$ cat src/sv/ppi_pkg.sv
// ----------------------------------------------------------------------------
// ppi_pkg
// Shared constants, reply tables and store access types of the PPI responder.
// ----------------------------------------------------------------------------
`default_nettype none

package ppi_pkg;

    localparam int FRAME_DEPTH  = 64;
    localparam int MAX_IO_BYTES = 8;

    localparam int AW  = $clog2(FRAME_DEPTH);
    localparam int BCW = $clog2(FRAME_DEPTH + 1);

    localparam logic [7:0] BYTE_ACK     = 8'hE5;
    localparam logic [7:0] BYTE_KEY_NEG = 8'hEB;
    localparam logic [7:0] BYTE_KEY_RUN = 8'hBA;
    localparam logic [7:0] BYTE_B6_A    = 8'h6C;
    localparam logic [7:0] BYTE_B6_B    = 8'h7C;
    localparam logic [7:0] BYTE_B8_READ = 8'h01;
    localparam logic [7:0] BYTE_B8_WR   = 8'h07;
    localparam logic [7:0] BYTE_REQ     = 8'h68;
    localparam logic [7:0] BYTE_END     = 8'h16;
    localparam logic [7:0] BYTE_POLL    = 8'h10;

    localparam logic [BCW-1:0] LEN_NEG  = BCW'(8'h15 + 6);
    localparam logic [BCW-1:0] LEN_RUN  = BCW'(8'h21 + 6);
    localparam logic [BCW-1:0] LEN_STOP = BCW'(8'h1D + 6);
    localparam logic [BCW-1:0] LEN_POLL = BCW'(6);

    localparam logic [AW-1:0] IDX_B6  = AW'(6);
    localparam logic [AW-1:0] IDX_B8  = AW'(8);
    localparam logic [AW-1:0] IDX_IMG = AW'(45);

    localparam logic [5:0] READ_SPLICE = 6'd25;
    localparam logic [5:0] READ_SUM    = 6'd39;
    localparam logic [5:0] SUM_FIRST   = 6'd4;
    localparam logic [5:0] SUM_LAST    = 6'd38;

    localparam logic [2:0] RP_NONE      = 3'd0;
    localparam logic [2:0] RP_NEGOTIATE = 3'd1;
    localparam logic [2:0] RP_RUN       = 3'd2;
    localparam logic [2:0] RP_STOP      = 3'd3;
    localparam logic [2:0] RP_READ      = 3'd4;
    localparam logic [2:0] RP_FORCE     = 3'd5;
    localparam logic [2:0] RP_AFTER     = 3'd6;

    localparam logic [3:0] CFG_OUT_COUNT = 4'd0;
    localparam logic [3:0] CFG_IN_COUNT  = 4'd1;

    localparam logic [7:0] TBL_NEG [29] = '{
        8'h68,8'h17,8'h17,8'h68,8'h00,8'h02,8'h08,8'h32,8'h03,8'h00,8'h00,8'hCC,
        8'hC1,8'h00,8'h08,8'h00,8'h00,8'h00,8'h00,8'hF0,8'h01,8'h00,8'h01,8'h00,
        8'h01,8'h00,8'hF0,8'hB7,8'h16};
    localparam logic [7:0] TBL_RUN [22] = '{
        8'h68,8'h10,8'h10,8'h68,8'h00,8'h02,8'h08,8'h32,8'h03,8'h00,8'h00,8'h00,
        8'h00,8'h00,8'h01,8'h00,8'h00,8'h00,8'h00,8'h28,8'h68,8'h16};
    localparam logic [7:0] TBL_FORCE [36] = '{
        8'h68,8'h1E,8'h1E,8'h68,8'h01,8'h02,8'h08,8'h32,8'h07,8'h00,8'h00,8'h00,
        8'h00,8'h00,8'h0C,8'h00,8'h05,8'h00,8'h01,8'h12,8'h08,8'h12,8'h88,8'h0B,
        8'h01,8'h00,8'h00,8'h00,8'h00,8'hFF,8'h09,8'h00,8'h01,8'hFF,8'h1E,8'h16};
    localparam logic [7:0] TBL_READ [41] = '{
        8'h68,8'h23,8'h23,8'h68,8'h01,8'h02,8'h08,8'h32,8'h03,8'h00,8'h00,8'h00,
        8'h00,8'h00,8'h02,8'h00,8'h12,8'h00,8'h00,8'h04,8'h02,8'hFF,8'h04,8'h00,
        8'h40,8'h00,8'h00,8'h00,8'h00,8'h00,8'h00,8'h00,8'h00,8'hFF,8'h04,8'h00,
        8'h10,8'h00,8'h00,8'hB0,8'h16};
    localparam logic [7:0] TBL_STOP [22] = '{
        8'h68,8'h10,8'h10,8'h68,8'h00,8'h02,8'h08,8'h32,8'h03,8'h00,8'h00,8'h00,
        8'h00,8'h00,8'h01,8'h00,8'h00,8'h00,8'h00,8'h29,8'h69,8'h16};
    localparam logic [7:0] TBL_AFTER [35] = '{
        8'h68,8'h1D,8'h1D,8'h68,8'h00,8'h02,8'h08,8'h32,8'h07,8'h00,8'h00,8'h00,
        8'h00,8'h00,8'h0C,8'h00,8'h04,8'h00,8'h01,8'h12,8'h08,8'h12,8'h88,8'h0B,
        8'h01,8'h00,8'h00,8'h00,8'h00,8'hFF,8'h09,8'h00,8'h00,8'h1C,8'h16};

    typedef struct packed {
        logic          en;
        logic [AW-1:0] addr;
        logic [7:0]    data;
    } store_wr_t;

    function automatic logic [5:0] reply_len(input logic [2:0] choice);
        case (choice)
            RP_NEGOTIATE: reply_len = 6'd29;
            RP_RUN:       reply_len = 6'd22;
            RP_STOP:      reply_len = 6'd22;
            RP_READ:      reply_len = 6'd41;
            RP_FORCE:     reply_len = 6'd36;
            RP_AFTER:     reply_len = 6'd35;
            default:      reply_len = 6'd1;
        endcase
    endfunction

    function automatic logic [7:0] reply_rom(input logic [2:0] choice, input logic [5:0] idx);
        logic [7:0] b;
        b = BYTE_ACK;
        case (choice)
            RP_NEGOTIATE: if (idx < 6'd29) b = TBL_NEG[idx[4:0]];
            RP_RUN:       if (idx < 6'd22) b = TBL_RUN[idx[4:0]];
            RP_STOP:      if (idx < 6'd22) b = TBL_STOP[idx[4:0]];
            RP_READ:      if (idx < 6'd41) b = TBL_READ[idx];
            RP_FORCE:     if (idx < 6'd36) b = TBL_FORCE[idx];
            RP_AFTER:     if (idx < 6'd35) b = TBL_AFTER[idx];
            default:      b = BYTE_ACK;
        endcase
        reply_rom = b;
    endfunction

    function automatic logic [3:0] clamp_io(input logic [3:0] v);
        clamp_io = (v > 4'(MAX_IO_BYTES)) ? 4'(MAX_IO_BYTES) : v;
    endfunction

endpackage

`default_nettype wire

$ cat src/sv/ppi_if.sv
// ----------------------------------------------------------------------------
// ppi_if
// Handshake channels of the PPI responder: received words, transmitted words
// and register writes.
// ----------------------------------------------------------------------------
`default_nettype none

interface ppi_rx_if;
    logic        valid;
    logic        ready;
    logic [7:0]  rx_byte;
    logic [63:0] plc_outputs;
    modport source (output valid, rx_byte, plc_outputs, input ready);
    modport sink   (input valid, rx_byte, plc_outputs, output ready);
endinterface

interface ppi_tx_if;
    logic        valid;
    logic        ready;
    logic [7:0]  tx_byte;
    logic        tx_last;
    logic        input_update;
    logic [63:0] input_image;
    modport source (output valid, tx_byte, tx_last, input_update, input_image, input ready);
    modport sink   (input valid, tx_byte, tx_last, input_update, input_image, output ready);
endinterface

interface ppi_cfg_if;
    logic       valid;
    logic       ready;
    logic [3:0] index;
    logic [3:0] data;
    modport source (output valid, index, data, input ready);
    modport sink   (input valid, index, data, output ready);
endinterface

`default_nettype wire

$ cat src/sv/ppi_store.sv
// ----------------------------------------------------------------------------
// ppi_store
// Frame byte store: one write and one registered read per cycle; entries not
// yet written since reset read as zero.
// ----------------------------------------------------------------------------
`default_nettype none

module ppi_store
(
    input  wire logic               clk,
    input  wire logic               rst_n,
    input  wire ppi_pkg::store_wr_t wr,
    input  wire logic [ppi_pkg::AW-1:0] rd_addr,
    output logic [7:0]              rd_data
);
    import ppi_pkg::*;

    logic [7:0]             mem [FRAME_DEPTH];
    logic [FRAME_DEPTH-1:0] vld_reg;
    logic [7:0]             mem_q_reg;
    logic                   rd_vld_reg;

    always_ff @(posedge clk)
    begin
        if (wr.en)
        begin
            mem[wr.addr] <= wr.data;
        end
        mem_q_reg <= mem[rd_addr];
    end

    always_ff @(posedge clk or negedge rst_n)
    begin
        if (!rst_n)
        begin
            vld_reg    <= '0;
            rd_vld_reg <= 1'b0;
        end
        else
        begin
            if (wr.en)
            begin
                vld_reg[wr.addr] <= 1'b1;
            end
            rd_vld_reg <= vld_reg[rd_addr];
        end
    end

    assign rd_data = rd_vld_reg ? mem_q_reg : 8'h00;

endmodule

`default_nettype wire

$ cat src/sv/ppi_frame_responder.sv
// ----------------------------------------------------------------------------
// ppi_frame_responder
// Slave side of a PPI serial link: frames requests and polls, answers with
// canned replies.
// ----------------------------------------------------------------------------
// Usage:
//   rx  : one received word per handshake, with the current PLC output image.
//   tx  : transmitted words; tx_last marks the end of each run.
//   cfg : register writes (index 0 output byte count, 1 input byte count).
// Framing words give no output. The closing word of a request starts eleven
// reads of the frame store (key, two type bytes, eight input image bytes)
// through its single read port, then the acknowledge word if a reply is
// chosen. The closing word of a poll starts a run of 1 to 41 words,
// one per cycle, taken from the reply tables; a read reply splices in the PLC
// bytes and builds its sum on the fly. rx.ready is low during both sequences.
// A stalled tx holds the output register and pauses the sequence; a word that
// gives no output is still taken while a result waits.
// Reset: idle, nothing pending, both counts 1, the frame store reads as zero
// (per-entry valid bits, no clearing pass).
// ----------------------------------------------------------------------------
`default_nettype none

module ppi_frame_responder
(
    input  wire logic clk,
    input  wire logic rst_n,
    ppi_rx_if.sink    rx,
    ppi_tx_if.source  tx,
    ppi_cfg_if.sink   cfg
);
    import ppi_pkg::*;

    localparam logic [1:0] PH_IDLE = 2'd0;
    localparam logic [1:0] PH_LEN  = 2'd1;
    localparam logic [1:0] PH_REQ  = 2'd2;
    localparam logic [1:0] PH_POLL = 2'd3;

    localparam logic [1:0] S_RX   = 2'd0;
    localparam logic [1:0] S_CLS  = 2'd1;
    localparam logic [1:0] S_ACK  = 2'd2;
    localparam logic [1:0] S_SEND = 2'd3;

    localparam logic [3:0] CLS_LAST = 4'd11;

    logic [1:0]     state_reg, state_next;
    logic [1:0]     phase_reg, phase_next;
    logic [BCW-1:0] bc_reg, bc_next;
    logic [BCW-1:0] flen_reg, flen_next;
    logic [2:0]     pend_reg, pend_next;
    logic [2:0]     send_reg, send_next;
    logic [3:0]     out_cnt_reg, in_cnt_reg;
    logic [3:0]     cls_reg, cls_next;
    logic [5:0]     idx_reg, idx_next;
    logic [7:0]     sum_reg, sum_next;
    logic [63:0]    plc_reg, plc_next;
    logic [7:0]     key_reg, key_next;
    logic [7:0]     b6_reg, b6_next;
    logic [7:0]     b8_reg, b8_next;
    logic [63:0]    img_reg, img_next;

    logic           out_v_reg, out_v_next;
    logic [7:0]     out_b_reg, out_b_next;
    logic           out_l_reg, out_l_next;
    logic           out_u_reg, out_u_next;
    logic [63:0]    out_i_reg, out_i_next;

    store_wr_t      wr;
    logic [AW-1:0]  rd_addr;
    logic [7:0]     rd_data;

    logic           rx_acc;
    logic           slot_free;
    logic [BCW-1:0] bc_inc;
    logic [8:0]     len_sum;
    logic [2:0]     choice;
    logic [3:0]     n_in;
    logic [3:0]     n_out;
    logic [3:0]     img_k;
    logic [5:0]     plc_k;
    logic [7:0]     send_byte;
    logic [5:0]     send_len;

    ppi_store u_store
    (
        .clk     (clk),
        .rst_n   (rst_n),
        .wr      (wr),
        .rd_addr (rd_addr),
        .rd_data (rd_data)
    );

    assign rx.ready  = (state_reg == S_RX);
    assign rx_acc    = rx.valid && rx.ready;
    assign slot_free = !out_v_reg || tx.ready;
    assign cfg.ready = 1'b1;

    assign tx.valid        = out_v_reg;
    assign tx.tx_byte      = out_b_reg;
    assign tx.tx_last      = out_l_reg;
    assign tx.input_update = out_u_reg;
    assign tx.input_image  = out_i_reg;

    assign bc_inc  = bc_reg + BCW'(1);
    assign len_sum = {1'b0, rx.rx_byte} + 9'd6;
    assign n_in    = clamp_io(in_cnt_reg);
    assign n_out   = clamp_io(out_cnt_reg);
    assign img_k   = cls_reg - 4'd4;
    assign plc_k   = idx_reg - READ_SPLICE;
    assign send_len = reply_len(send_reg);

    always_comb
    begin
        choice = RP_NONE;
        if (flen_reg == LEN_NEG && key_reg == BYTE_KEY_NEG)
        begin
            choice = RP_NEGOTIATE;
        end
        else if (flen_reg == LEN_RUN && key_reg == BYTE_KEY_RUN)
        begin
            choice = RP_RUN;
        end
        else if (flen_reg == LEN_STOP && key_reg == BYTE_KEY_RUN)
        begin
            choice = RP_STOP;
        end
        else if (b8_reg == BYTE_B8_READ && b6_reg == BYTE_B6_A)
        begin
            choice = RP_READ;
        end
        else if (b8_reg == BYTE_B8_WR && b6_reg == BYTE_B6_A)
        begin
            choice = RP_FORCE;
        end
        else if (b8_reg == BYTE_B8_WR && b6_reg == BYTE_B6_B)
        begin
            choice = RP_AFTER;
        end
    end

    always_comb
    begin
        send_byte = reply_rom(send_reg, idx_reg);
        if (send_reg == RP_READ)
        begin
            if (idx_reg >= READ_SPLICE && plc_k < {2'b00, n_out})
            begin
                send_byte = plc_reg[8*plc_k[2:0] +: 8];
            end
            else if (idx_reg == READ_SUM)
            begin
                send_byte = sum_reg;
            end
        end
    end

    always_comb
    begin
        case (cls_reg)
            4'd0:    rd_addr = flen_reg[AW-1:0] - AW'(2);
            4'd1:    rd_addr = IDX_B6;
            4'd2:    rd_addr = IDX_B8;
            default: rd_addr = IDX_IMG + AW'(cls_reg - 4'd3);
        endcase
    end

    always_comb
    begin
        state_next = state_reg;
        phase_next = phase_reg;
        bc_next    = bc_reg;
        flen_next  = flen_reg;
        pend_next  = pend_reg;
        send_next  = send_reg;
        cls_next   = cls_reg;
        idx_next   = idx_reg;
        sum_next   = sum_reg;
        plc_next   = plc_reg;
        key_next   = key_reg;
        b6_next    = b6_reg;
        b8_next    = b8_reg;
        img_next   = img_reg;
        out_v_next = out_v_reg && !tx.ready;
        out_b_next = out_b_reg;
        out_l_next = out_l_reg;
        out_u_next = out_u_reg;
        out_i_next = out_i_reg;
        wr.en      = 1'b0;
        wr.addr    = bc_reg[AW-1:0];
        wr.data    = rx.rx_byte;

        case (state_reg)
            S_RX:
            begin
                if (rx_acc)
                begin
                    wr.en   = (bc_reg < BCW'(FRAME_DEPTH));
                    bc_next = bc_inc;
                    case (phase_reg)
                        PH_IDLE:
                        begin
                            wr.en     = 1'b1;
                            wr.addr   = '0;
                            bc_next   = BCW'(1);
                            flen_next = '0;
                            pend_next = RP_NONE;
                            if (rx.rx_byte == BYTE_REQ)
                            begin
                                phase_next = PH_LEN;
                            end
                            else if (rx.rx_byte == BYTE_POLL)
                            begin
                                phase_next = PH_POLL;
                            end
                            else
                            begin
                                bc_next = '0;
                            end
                        end
                        PH_LEN:
                        begin
                            if (len_sum > 9'(FRAME_DEPTH))
                            begin
                                phase_next = PH_IDLE;
                                bc_next    = '0;
                                flen_next  = '0;
                                pend_next  = RP_NONE;
                            end
                            else
                            begin
                                flen_next  = BCW'(len_sum);
                                phase_next = PH_REQ;
                            end
                        end
                        PH_REQ:
                        begin
                            if (bc_inc >= flen_reg)
                            begin
                                bc_next = '0;
                                if (rx.rx_byte == BYTE_END)
                                begin
                                    state_next = S_CLS;
                                    cls_next   = '0;
                                    img_next   = '0;
                                end
                                else
                                begin
                                    phase_next = PH_IDLE;
                                    flen_next  = '0;
                                    pend_next  = RP_NONE;
                                end
                            end
                        end
                        default:
                        begin
                            flen_next = LEN_POLL;
                            if ((bc_reg == '0 && rx.rx_byte != BYTE_POLL) ||
                                (bc_inc >= LEN_POLL))
                            begin
                                phase_next = PH_IDLE;
                                bc_next    = '0;
                                flen_next  = '0;
                                pend_next  = RP_NONE;
                                if (bc_reg != '0 && rx.rx_byte == BYTE_END)
                                begin
                                    state_next = S_SEND;
                                    send_next  = pend_reg;
                                    plc_next   = rx.plc_outputs;
                                    idx_next   = '0;
                                    sum_next   = '0;
                                end
                            end
                        end
                    endcase
                end
            end
            S_CLS:
            begin
                cls_next = cls_reg + 4'd1;
                case (cls_reg)
                    4'd0:    ;
                    4'd1:    key_next = rd_data;
                    4'd2:    b6_next  = rd_data;
                    4'd3:    b8_next  = rd_data;
                    default:
                    begin
                        if (img_k < n_in)
                        begin
                            img_next[8*img_k[2:0] +: 8] = rd_data;
                        end
                    end
                endcase
                if (cls_reg == CLS_LAST)
                begin
                    state_next = S_ACK;
                end
            end
            S_ACK:
            begin
                if (slot_free)
                begin
                    pend_next  = choice;
                    flen_next  = '0;
                    phase_next = PH_POLL;
                    state_next = S_RX;
                    if (choice != RP_NONE)
                    begin
                        out_v_next = 1'b1;
                        out_b_next = BYTE_ACK;
                        out_l_next = 1'b1;
                        out_u_next = (choice == RP_FORCE);
                        out_i_next = (choice == RP_FORCE) ? img_reg : 64'd0;
                    end
                end
            end
            default:
            begin
                if (slot_free)
                begin
                    out_v_next = 1'b1;
                    out_b_next = send_byte;
                    out_l_next = (idx_reg == send_len - 6'd1);
                    out_u_next = 1'b0;
                    out_i_next = 64'd0;
                    idx_next   = idx_reg + 6'd1;
                    if (idx_reg >= SUM_FIRST && idx_reg <= SUM_LAST)
                    begin
                        sum_next = sum_reg + send_byte;
                    end
                    if (idx_reg == send_len - 6'd1)
                    begin
                        state_next = S_RX;
                    end
                end
            end
        endcase
    end

    always_ff @(posedge clk or negedge rst_n)
    begin
        if (!rst_n)
        begin
            state_reg   <= S_RX;
            phase_reg   <= PH_IDLE;
            bc_reg      <= '0;
            flen_reg    <= '0;
            pend_reg    <= RP_NONE;
            send_reg    <= RP_NONE;
            cls_reg     <= '0;
            idx_reg     <= '0;
            out_v_reg   <= 1'b0;
            out_cnt_reg <= 4'd1;
            in_cnt_reg  <= 4'd1;
        end
        else
        begin
            state_reg <= state_next;
            phase_reg <= phase_next;
            bc_reg    <= bc_next;
            flen_reg  <= flen_next;
            pend_reg  <= pend_next;
            send_reg  <= send_next;
            cls_reg   <= cls_next;
            idx_reg   <= idx_next;
            out_v_reg <= out_v_next;
            if (cfg.valid && cfg.index == CFG_OUT_COUNT)
            begin
                out_cnt_reg <= cfg.data;
            end
            if (cfg.valid && cfg.index == CFG_IN_COUNT)
            begin
                in_cnt_reg <= cfg.data;
            end
        end
    end

    always_ff @(posedge clk)
    begin
        sum_reg   <= sum_next;
        plc_reg   <= plc_next;
        key_reg   <= key_next;
        b6_reg    <= b6_next;
        b8_reg    <= b8_next;
        img_reg   <= img_next;
        out_b_reg <= out_b_next;
        out_l_reg <= out_l_next;
        out_u_reg <= out_u_next;
        out_i_reg <= out_i_next;
    end

`ifndef SYNTHESIS
    a_pend_poll: assert property (@(posedge clk) disable iff (!rst_n)
        pend_reg != RP_NONE |-> phase_reg == PH_POLL)
        else $error("reply pending outside poll phase");
    a_bc_range: assert property (@(posedge clk) disable iff (!rst_n)
        bc_reg <= BCW'(FRAME_DEPTH))
        else $error("byte count beyond frame depth");
    a_cls_phase: assert property (@(posedge clk) disable iff (!rst_n)
        (state_reg == S_CLS || state_reg == S_ACK) |-> phase_reg == PH_REQ)
        else $error("classification outside request phase");
    a_send_idx: assert property (@(posedge clk) disable iff (!rst_n)
        state_reg == S_SEND |-> idx_reg < send_len)
        else $error("reply index past reply length");
`endif

endmodule

`default_nettype wire
$ cat src/flat_wrapper.sv
// flat-port wrapper written by rule: the top's interface ports become plain ports
module ppi_frame_responder_flat import ppi_pkg::*;
  (clk, rst_n, rx_valid, rx_rx_byte, rx_plc_outputs, rx_ready, tx_valid, tx_tx_byte, tx_tx_last, tx_input_update, tx_input_image, tx_ready, cfg_valid, cfg_index, cfg_data, cfg_ready);
  ppi_rx_if rx_i ();
  ppi_tx_if tx_i ();
  ppi_cfg_if cfg_i ();
  input  wire logic clk;
  input  wire logic rst_n;
  input wire logic [$bits(rx_i.valid)-1:0] rx_valid;
  input wire logic [$bits(rx_i.rx_byte)-1:0] rx_rx_byte;
  input wire logic [$bits(rx_i.plc_outputs)-1:0] rx_plc_outputs;
  output wire logic [$bits(rx_i.ready)-1:0] rx_ready;
  output wire logic [$bits(tx_i.valid)-1:0] tx_valid;
  output wire logic [$bits(tx_i.tx_byte)-1:0] tx_tx_byte;
  output wire logic [$bits(tx_i.tx_last)-1:0] tx_tx_last;
  output wire logic [$bits(tx_i.input_update)-1:0] tx_input_update;
  output wire logic [$bits(tx_i.input_image)-1:0] tx_input_image;
  input wire logic [$bits(tx_i.ready)-1:0] tx_ready;
  input wire logic [$bits(cfg_i.valid)-1:0] cfg_valid;
  input wire logic [$bits(cfg_i.index)-1:0] cfg_index;
  input wire logic [$bits(cfg_i.data)-1:0] cfg_data;
  output wire logic [$bits(cfg_i.ready)-1:0] cfg_ready;
  assign rx_i.valid = rx_valid;
  assign rx_i.rx_byte = rx_rx_byte;
  assign rx_i.plc_outputs = rx_plc_outputs;
  assign rx_ready = rx_i.ready;
  assign tx_valid = tx_i.valid;
  assign tx_tx_byte = tx_i.tx_byte;
  assign tx_tx_last = tx_i.tx_last;
  assign tx_input_update = tx_i.input_update;
  assign tx_input_image = tx_i.input_image;
  assign tx_i.ready = tx_ready;
  assign cfg_i.valid = cfg_valid;
  assign cfg_i.index = cfg_index;
  assign cfg_i.data = cfg_data;
  assign cfg_ready = cfg_i.ready;
  ppi_frame_responder u_core (.clk(clk), .rst_n(rst_n), .rx(rx_i), .tx(tx_i), .cfg(cfg_i));
endmodule
$ cat config.mk
export PLATFORM = sky130hd
export DESIGN_NAME = ppi_frame_responder_flat
export DESIGN_NICKNAME = d
export VERILOG_FILES = /design/src/sv/ppi_pkg.sv /design/src/sv/ppi_if.sv /design/src/sv/ppi_store.sv /design/src/sv/ppi_frame_responder.sv /design/src/flat_wrapper.sv
export SDC_FILE = /design/constraint.sdc
export NUM_CORES = 1
export LEC_CHECK = 0
export BUFFER_PORTS_ARGS = -buffer_cell sky130_fd_sc_hd__buf_4
export CORE_UTILIZATION = 62
export DETAILED_ROUTE_END_ITERATION = 8
export PLACE_DENSITY_LB_ADDON = 0.08
export SYNTH_ARGS = -nofsm -noshare
export SYNTH_HDL_FRONTEND = slang
export SYNTH_SLANG_ARGS = --single-unit
$ cat constraint.sdc
create_clock -name clk -period 8.3 [get_ports clk]
set_input_delay 0.415 -clock clk [delete_from_list [all_inputs] [get_ports clk]]
set_output_delay 0.415 -clock clk [all_outputs]
set_load 0.01 [all_outputs]
==> results of run 1 <==
## per-layer routing
layer  vias to the layer above  global-route usage (%)  wire length (um)  part of all wire [%]
met3                       212                    4.24              7510                   7.9
li1                      11600                       -                 -                     -
met4                         0                    12.8              3380                   3.6
met2                      1168                    48.6             45500                    48
met5                         -                       0                 0                     0
met1                     12600                    42.8             38300                    40
## worst paths after layout
kind / from / to / slack [ns] / depth (start not counted)
min in group asynchronous: rst_n / u_core.u_store.vld_reg[42] / 0.35 / 2
max reg2reg: u_core.idx_reg[1] / u_core.sum_reg[7] / 2.61 / 20
min: cfg_data[3] / u_core.out_cnt_reg[3] / 0.04 / 3
max in group asynchronous: rst_n / u_core.in_cnt_reg[3] / 6.49 / 3
min reg2reg: u_core.u_store.vld_reg[35] / u_core.u_store.vld_reg[35] / 0.46 / 1
max: u_core.idx_reg[1] / u_core.sum_reg[7] / 2.61 / 20
## final cells by class
class | count | area, um2
multi-input cells | 1969 | 11900
clock buffers | 130 | 2520
repair buffers | 261 | 2150
flip-flops and latches | 862 | 25300
fillers | 4165 | 17300
well taps | 782 | 978
clock inverters | 27 | 299
inverters | 51 | 191
## placed cells by master (no fill, tap or decap), types with 65 or more instances in the layout
cell	synthesis	routed
and2_1	114	114
nand3_1	160	160
nor2_1	162	160
dlygate4sd3_1	0	65
clkbuf_16	0	88
nand2_1	536	536
buf_4	22	194
a21oi_1	99	98
or2_2	76	76
dfrtp_1	106	106
edfxtp_1	746	746
o21ai_0	108	108
mux2i_1	77	77
## critical path, cell delays in order, from the launching register on
cell and delay (ns):
dfrtp_1 0.56, inv_1 0.21, ha_1 0.32, buf_4 0.35, clkinv_1 0.41, ha_1 0.41, a21o_1 0.16, a21o_1 0.18
a221o_1 0.50, and2_0 0.30, a21oi_1 0.18, o22ai_1 0.15, ha_1 0.33, a21o_1 0.16, a21oi_1 0.17, nor2b_1 0.09
o21a_1 0.18, o41ai_1 0.33, xor2_1 0.23, xnor2_1 0.14, nor2_1 0.05
## stage by stage
stage               instances  total power, mW  instance area, um2  worst slack (ns)  utilization (%)
floorplan                3068             10.1               38200             0.945                -
global route             4082             16.7               43300              2.21             71.5
global placement         3860             12.0               39800              2.86             65.8
finish                   4082             16.0               43300              2.61             71.5
CTS                      4082             15.9               43300              2.68             71.5
detailed placement       3860             12.1               39800              2.73             65.8
## logic make-up (layout without fill, tap and decap cells)
kind of cell / after synthesis / in the layout / share of synthesized area, %
muxes: 136 / 136 / 4.29
buffers and inverters: 237 / 469 / 2.83
other: 1 / 1 / 0.00982
DFF: 862 / 862 / 66.2
and+or+nand+nor: 1242 / 1242 / 15.4
AOI/OAI and AO/OA: 509 / 509 / 8.89
adders and majority gates: 50 / 50 / 1.66
xor gates and xnor gates: 31 / 31 / 0.731
## power breakdown
part | total (mW) | leakage, nW | internal [mW] | switching (mW)
Sequential | 5.62 | 8.33 | 5.38 | 0.243
Clock | 3.85 | 1.37 | 2.23 | 1.62
Combinational | 6.49 | 6.46 | 2.20 | 4.29
Total | 16.0 | 16.2 | 9.81 | 6.16
==> metrics.md, run 1 <==
| Metric | Value |
|---|---|
| Power per cell area | `369 nW/um2` |
| Final ANT Viol Nets | `0` |
| Vias per inst | `6.25` |
| Router iterations before antenna repair | `6` |
| Clock slew at reported path FFs | `0.06 ns` |
| Final Wtd Congestion | `0.933` |
| Initial antenna violation count | `0` |
| Final worst-path cycle share | `68.5%` |
| Slew margin rel. | `12.0%` |
| Max reg flops | `512` |
| Min-Delay Path Class | `input pin to flip-flop` |
| Die area | `62,600 um2` |
| Final antenna diode count | `0` |
| Post-synth EDFFs | `746` |
| CP Launch Type | `flip-flop` |
| Post-synthesis register bit count | `862` |
| Slew Viols, Final | `0` |
| Routed WL | `94,700 um` |
| Crit Path Max Fanout | `27` |
| Wire per inst | `23.2 um` |
| IO Count | `162` |
| Sinks on Clock Net | `862` |
| Number of library cell types mapped by synthesis | `85` |
| Detailed-route via count | `25,500` |
| Setup violators final | `0` |
| Max IR drop VDD | `0.551 mV` |
| Syn Area/Cell | `12.4 um2` |
| Initial drt markers | `2,600` |
| Post-synth ARST share | `12.5%` |
| CTS Buf Count | `84` |
| Synthesis Warnings | `0` |
| Leak | `16.2 nW` |
| Worst-margin pin slew | `1.31 ns` |
| CTS root buf | `clkbuf_16` |
| Area growth, synth to finish | `13.5%` |
| Fin Hold WS | `0.0395 ns` |
| Layout cells sized above 1 | `14.9%` |
| Chip Width | `250 um` |
| RSZ-0062 raised after global routing | `no` |
| Final worst path period need | `5.69 ns` |
| Synth area leaders | `edfxtp_1 (59%), dfrtp_1 (6.9%), nand2_1 (5.3%)` |
| Die Ht | `250 um` |
| Synth top cells by count | `edfxtp_1 (746), nand2_1 (536), nor2_1 (162)` |
| Remaining global-route overflow | `0` |
| Mapped Area | `38,200 um2` |
| CP Capture Type | `flip-flop` |
| Clock skew | `0.0364 ns` |
| Largest net degree at the start of global routing | `163` |
| Dpl hpwl | `57,300 um` |
| Number of port buffers | `160` |
| Mapped Cells | `3,068` |
| Row count | `90` |
| Req. time, crit path | `8.66 ns` |
| Starting Density | `63.0%` |
| Max Root-Sink Buffers | `3` |
| Synth Flop Type | `edfxtp_1` |
| DRC violation count after routing | `0` |
| CTS tree | `done` |
| Max cap viols | `0` |
| Total core area | `60,600 um2` |
| Top reg by flops | `u_core.u_store.mem` |
| Critical path type | `flip-flop to flip-flop` |
| Resized Gates After CTS | `0` |
| Post-layout nets | `3,364` |
| Peak Freq | `0.176 GHz` |
| Status | `completed` |
| # hold bufs at CTS | `65` |
| Syn nets | `3,203` |
| Dominant cell by count in the synthesized netlist | `edfxtp_1` |
| Hold Vio Cnt, Final | `0` |
| Clock Latency Late Sink | `0.65 ns` |
| Critical Path AT | `6.05 ns` |
| Overall Global Routing Usage | `30.6%` |
| Top cell type's share of synthesized area | `58.7%` |
| Setup Fix Bufs, Post-CTS | `0` |
| Setup_tns | `0 ns` |
| CTS H-tree lvls | `3` |
| Post-synth top area cell | `edfxtp_1` |
| Sequential-to-total area share from yosys stat | `66.2%` |
| Vias in the first global route | `25,200` |
| First-pass GRT wire length | `147,000 um` |
Power figures use the tool's default switching activity.
==> run 2: changes to the inputs <==
--- a/config.mk
+++ b/config.mk
@@ -6,7 +6,7 @@
 export NUM_CORES = 1
 export LEC_CHECK = 0
 export BUFFER_PORTS_ARGS = -buffer_cell sky130_fd_sc_hd__buf_4
-export CORE_UTILIZATION = 62
+export CORE_UTILIZATION = 56
 export DETAILED_ROUTE_END_ITERATION = 8
 export PLACE_DENSITY_LB_ADDON = 0.08
 export SYNTH_ARGS = -nofsm -noshare
==> constraint.sdc (replaced) <==
create_clock -name clk -period 4.6 [get_ports clk]
set_input_delay 0.23 -clock clk [delete_from_list [all_inputs] [get_ports clk]]
set_output_delay 0.23 -clock clk [all_outputs]
set_load 0.01 [all_outputs]
==> run 2 against run 1 <==
Die area increased by 11%. Critical path type unchanged. Sequential cell count unchanged. First-iteration DRC count decreased by 9.8%. Clock power increased by 93%.
==> metrics.md, run 2 (same netlist as run 1, synthesis figures left out) <==
| Metric | Value |
|---|---|
| Setup violators final | `0 (unchanged)` |
| Initial drt markers | `2,344 (-9.8%)` |
| Pint | `18.6 mW (+90%)` |
| Placed cell areas | `40,600 um2 (+1.9%)` |
| Row count | `95 (+5.6%)` |
| R2R Path End | `u_core.sum_reg[6]` |
| DRC violation count after routing | `0 (unchanged)` |
| Total core area | `67,300 um2 (+11%)` |
| Max cap viols | `0 (unchanged)` |
| Req. time, crit path | `5.00 ns (-3.66 ns)` |
| R2R depth | `18 (-10%)` |
| Final non-filler cell total | `4,262 (+4.4%)` |
| Area of the multi-input gates | `11,900 um2 (+0.29%)` |
| Hold Vio Cnt, Final | `0 (unchanged)` |
| Final Wtd Congestion | `0.924 (-0.95%)` |
| Post-layout nets | `3,451 (+2.6%)` |
| Worst setup margin | `0.207 ns (-2.41 ns)` |
| Setup_tns | `0 ns (unchanged)` |
| Status | `completed` |
| Setup Fix Bufs, Post-CTS | `0 (unchanged)` |
| CTS root buf | `clkbuf_16` |
| Origin of the critical flop-to-flop path | `u_core.idx_reg[0]` |
| Crit Path Max Fanout | `6 (-78%)` |
| Final ANT Viol Nets | `0 (unchanged)` |
| CTS H-tree lvls | `3 (unchanged)` |
| Min-Delay Path Class | `input pin to flip-flop` |
| Router iterations before antenna repair | `6 (unchanged)` |
| Critical Path AT | `4.79 ns (-1.26 ns)` |
| Total placed cells including tap cells | `4,022 (+4.2%)` |
| Most common cell after layout, fill and taps aside | `edfxtp_1` |
| Sinks on Clock Net | `862 (unchanged)` |
| Routed WL | `99,500 um (+5.0%)` |
| Reg2Reg Setup Slack | `0.21 ns (-2.41 ns)` |
| Clock skew | `0.0393 ns (+0.00283 ns)` |
| Slew margin rel. | `24.6% (+13 points)` |
| Peak Freq | `0.228 GHz (+29%)` |
| Max reg flops | `512 (unchanged)` |
| CP Launch Type | `flip-flop` |
| CP Capture Type | `flip-flop` |
| Worst-margin pin slew | `1.13 ns (-0.185 ns)` |
| Die Ht | `263 um (+5.2%)` |
| Crit path capture | `u_core.sum_reg[6]` |
| Vias in the first global route | `25,500 (+0.89%)` |
| Final worst-path cycle share | `95.5% (+27 points)` |
| Pre-CTS setup slack | `0.144 ns (-2.58 ns)` |
| First-pass GRT wire length | `152,000 um (+3.3%)` |
| Clock Latency Late Sink | `0.66 ns (about the same)` |
| Final instance area | `44,400 um2 (+2.6%)` |
| Filler instances | `5,009 (+20%)` |
| Layout cells sized above 1 | `17.4% (+2.5 points)` |
| Max Root-Sink Buffers | `3 (unchanged)` |
| Sequential share of power | `33.7% (-1.5 points)` |
| Final antenna diode count | `0 (unchanged)` |
| Starting Density | `56.7% (-6.3 points)` |
| Chip Width | `263 um (+5.2%)` |
| Most frequent cells in the layout | `edfxtp_1 (746), nand2_1 (536), buf_4 (258)` |
| Overall Global Routing Usage | `28.7% (-1.8 points)` |
| Remaining global-route overflow | `0 (unchanged)` |
| Logic pwr share | `41.7% (+1.0 points)` |
| Psw | `11.6 mW (+88%)` |
| Clock slew at reported path FFs | `0.06 ns (about the same)` |
| Wire per inst | `23.3 um (+0.60%)` |
| Top reg by flops | `u_core.u_store.mem` |
| Initial antenna violation count | `0 (unchanged)` |
| Largest net degree at the start of global routing | `107 (-34%)` |
| Final worst path period need | `4.39 ns (-1.29 ns)` |
| Worst setup startpoint | `u_core.idx_reg[0]` |
| CTS tree | `done` |
| Final core occ | `66.1% (-5.4 points)` |
| Slew Viols, Final | `0 (unchanged)` |
| IO Count | `162 (unchanged)` |
| Clock network power share | `24.6% (+0.5 points)` |
| Die area | `69,200 um2 (+11%)` |
| Number of port buffers | `160 (unchanged)` |
| Vias per inst | `6.04 (-3.4%)` |
| Dpl hpwl | `63,200 um (+10%)` |
| Leak | `16.7 nW (+3.5%)` |
| Max IR drop VDD | `0.535 mV (-2.9%)` |
| Area growth, synth to finish | `16.4%` |
| Sw Share | `38.3% (-0.26 points)` |
| CTS Buf Count | `88 (+4.8%)` |
| Seq. cell area | `25,300 um2 (about the same)` |
| Detailed-route via count | `25,700 (+0.88%)` |
| Critical path type | `flip-flop to flip-flop` |
| Power per cell area | `679 nW/um2 (+84%)` |
| RSZ-0062 raised after global routing | `no` |
-- run 2: cell types whose count changed in the layout (fill, tap and decap cells not counted), moves of 5 or more --
cell,change
buf_4,+64
clkinv_2,+13
dlygate4sd3_1,+12
clkinv_1,-8
buf_12,+7
bufinv_16,+7
clkbuf_1,-5
-- run 2: what timing repair did --
action | in CTS | in global routing
endpoints found under the setup margin | 0 | 2
hold buffers | 77 | 0
endpoints found under the hold margin | 126 | 0
gates resized for setup | 0 | 9
-- run 2: critical path, stage by stage, from the launching register on --
cell and delay [ns]:
dfrtp_1 0.39, inv_1 0.08, buf_4 0.16, ha_1 0.24, xor2_2 0.16, ha_1 0.31, a21o_1 0.16, a221o_2 0.42
a211oi_2 0.20, a31oi_1 0.08, a211o_1 0.34, ha_1 0.23, fa_1 0.42, a21o_1 0.18, a21o_1 0.20, a21o_1 0.19
a21oi_1 0.17, xor2_1 0.16, nor2_1 0.05
-- run 2: area by class of cell --
cell class,instances,share of cell area [%]
Tap cell,873,2.46
Multi-Input combinational cell,1969,26.9
Sequential cell,862,56.9
Inverter,51,0.442
Timing Repair Buffer,344,6.50
Clock buffer,123,5.59
Clock inverter,40,1.27
-- run 2: per-stage QoR --
| stage | total power, mW | hold slack (ns) |
|---|---|---|
| finish | 30.2 | 0.0457 |
| global route | 31.6 | 0.0330 |
| CTS | 30.2 | 0.00386 |
| detailed placement | 22.7 | 0.229 |
| global placement | 22.6 | 0.213 |
| floorplan | 18.1 | -0.0656 |
-- run 2: worst min-delay path by stage --
| stage | from | end | slack (ns) | depth (start not counted) |
|---|---|---|---|---|
| 6_report | cfg_index[0] | u_core.in_cnt_reg[1] | 0.05 | 3 |
| 5_1_grt | cfg_index[0] | u_core.in_cnt_reg[0] | 0.03 | 3 |
| 4_1_cts | cfg_index[0] | u_core.in_cnt_reg[0] | 0.004 | 3 |
| 3_5_place_dp | rst_n | u_core.u_store.vld_reg[8] | 0.23 | 1 |
| 3_3_place_gp | rst_n | u_core.u_store.vld_reg[8] | 0.21 | 1 |
| 2_1_floorplan | rst_n | u_core.bc_reg[0] | -0.07 | 0 |
-- run 2: per-layer routing --
| layer | vias to the layer above | part of all wire, % | track usage [%] |
|---|---|---|---|
| met5 | - | 0 | 0 |
| met3 | 191 | 6.9 | 5.53 |
| li1 | 11800 | - | - |
| met1 | 12800 | 42 | 38.6 |
| met4 | 0 | 3.4 | 10.2 |
| met2 | 1020 | 48 | 47.0 |
-- run 2: power groups by stage --
| stage | logic, mW | clock network [mW] | registers [mW] |
|---|---|---|---|
| 2_1_floorplan | 7.80 | 0 | 10.3 |
| 5_1_grt | 13.5 | 7.81 | 10.3 |
| 6_report | 12.6 | 7.43 | 10.2 |
| 3_5_place_dp | 12.4 | 0 | 10.3 |
| 4_1_cts | 12.5 | 7.54 | 10.2 |
| 3_3_place_gp | 12.3 | 0 | 10.3 |
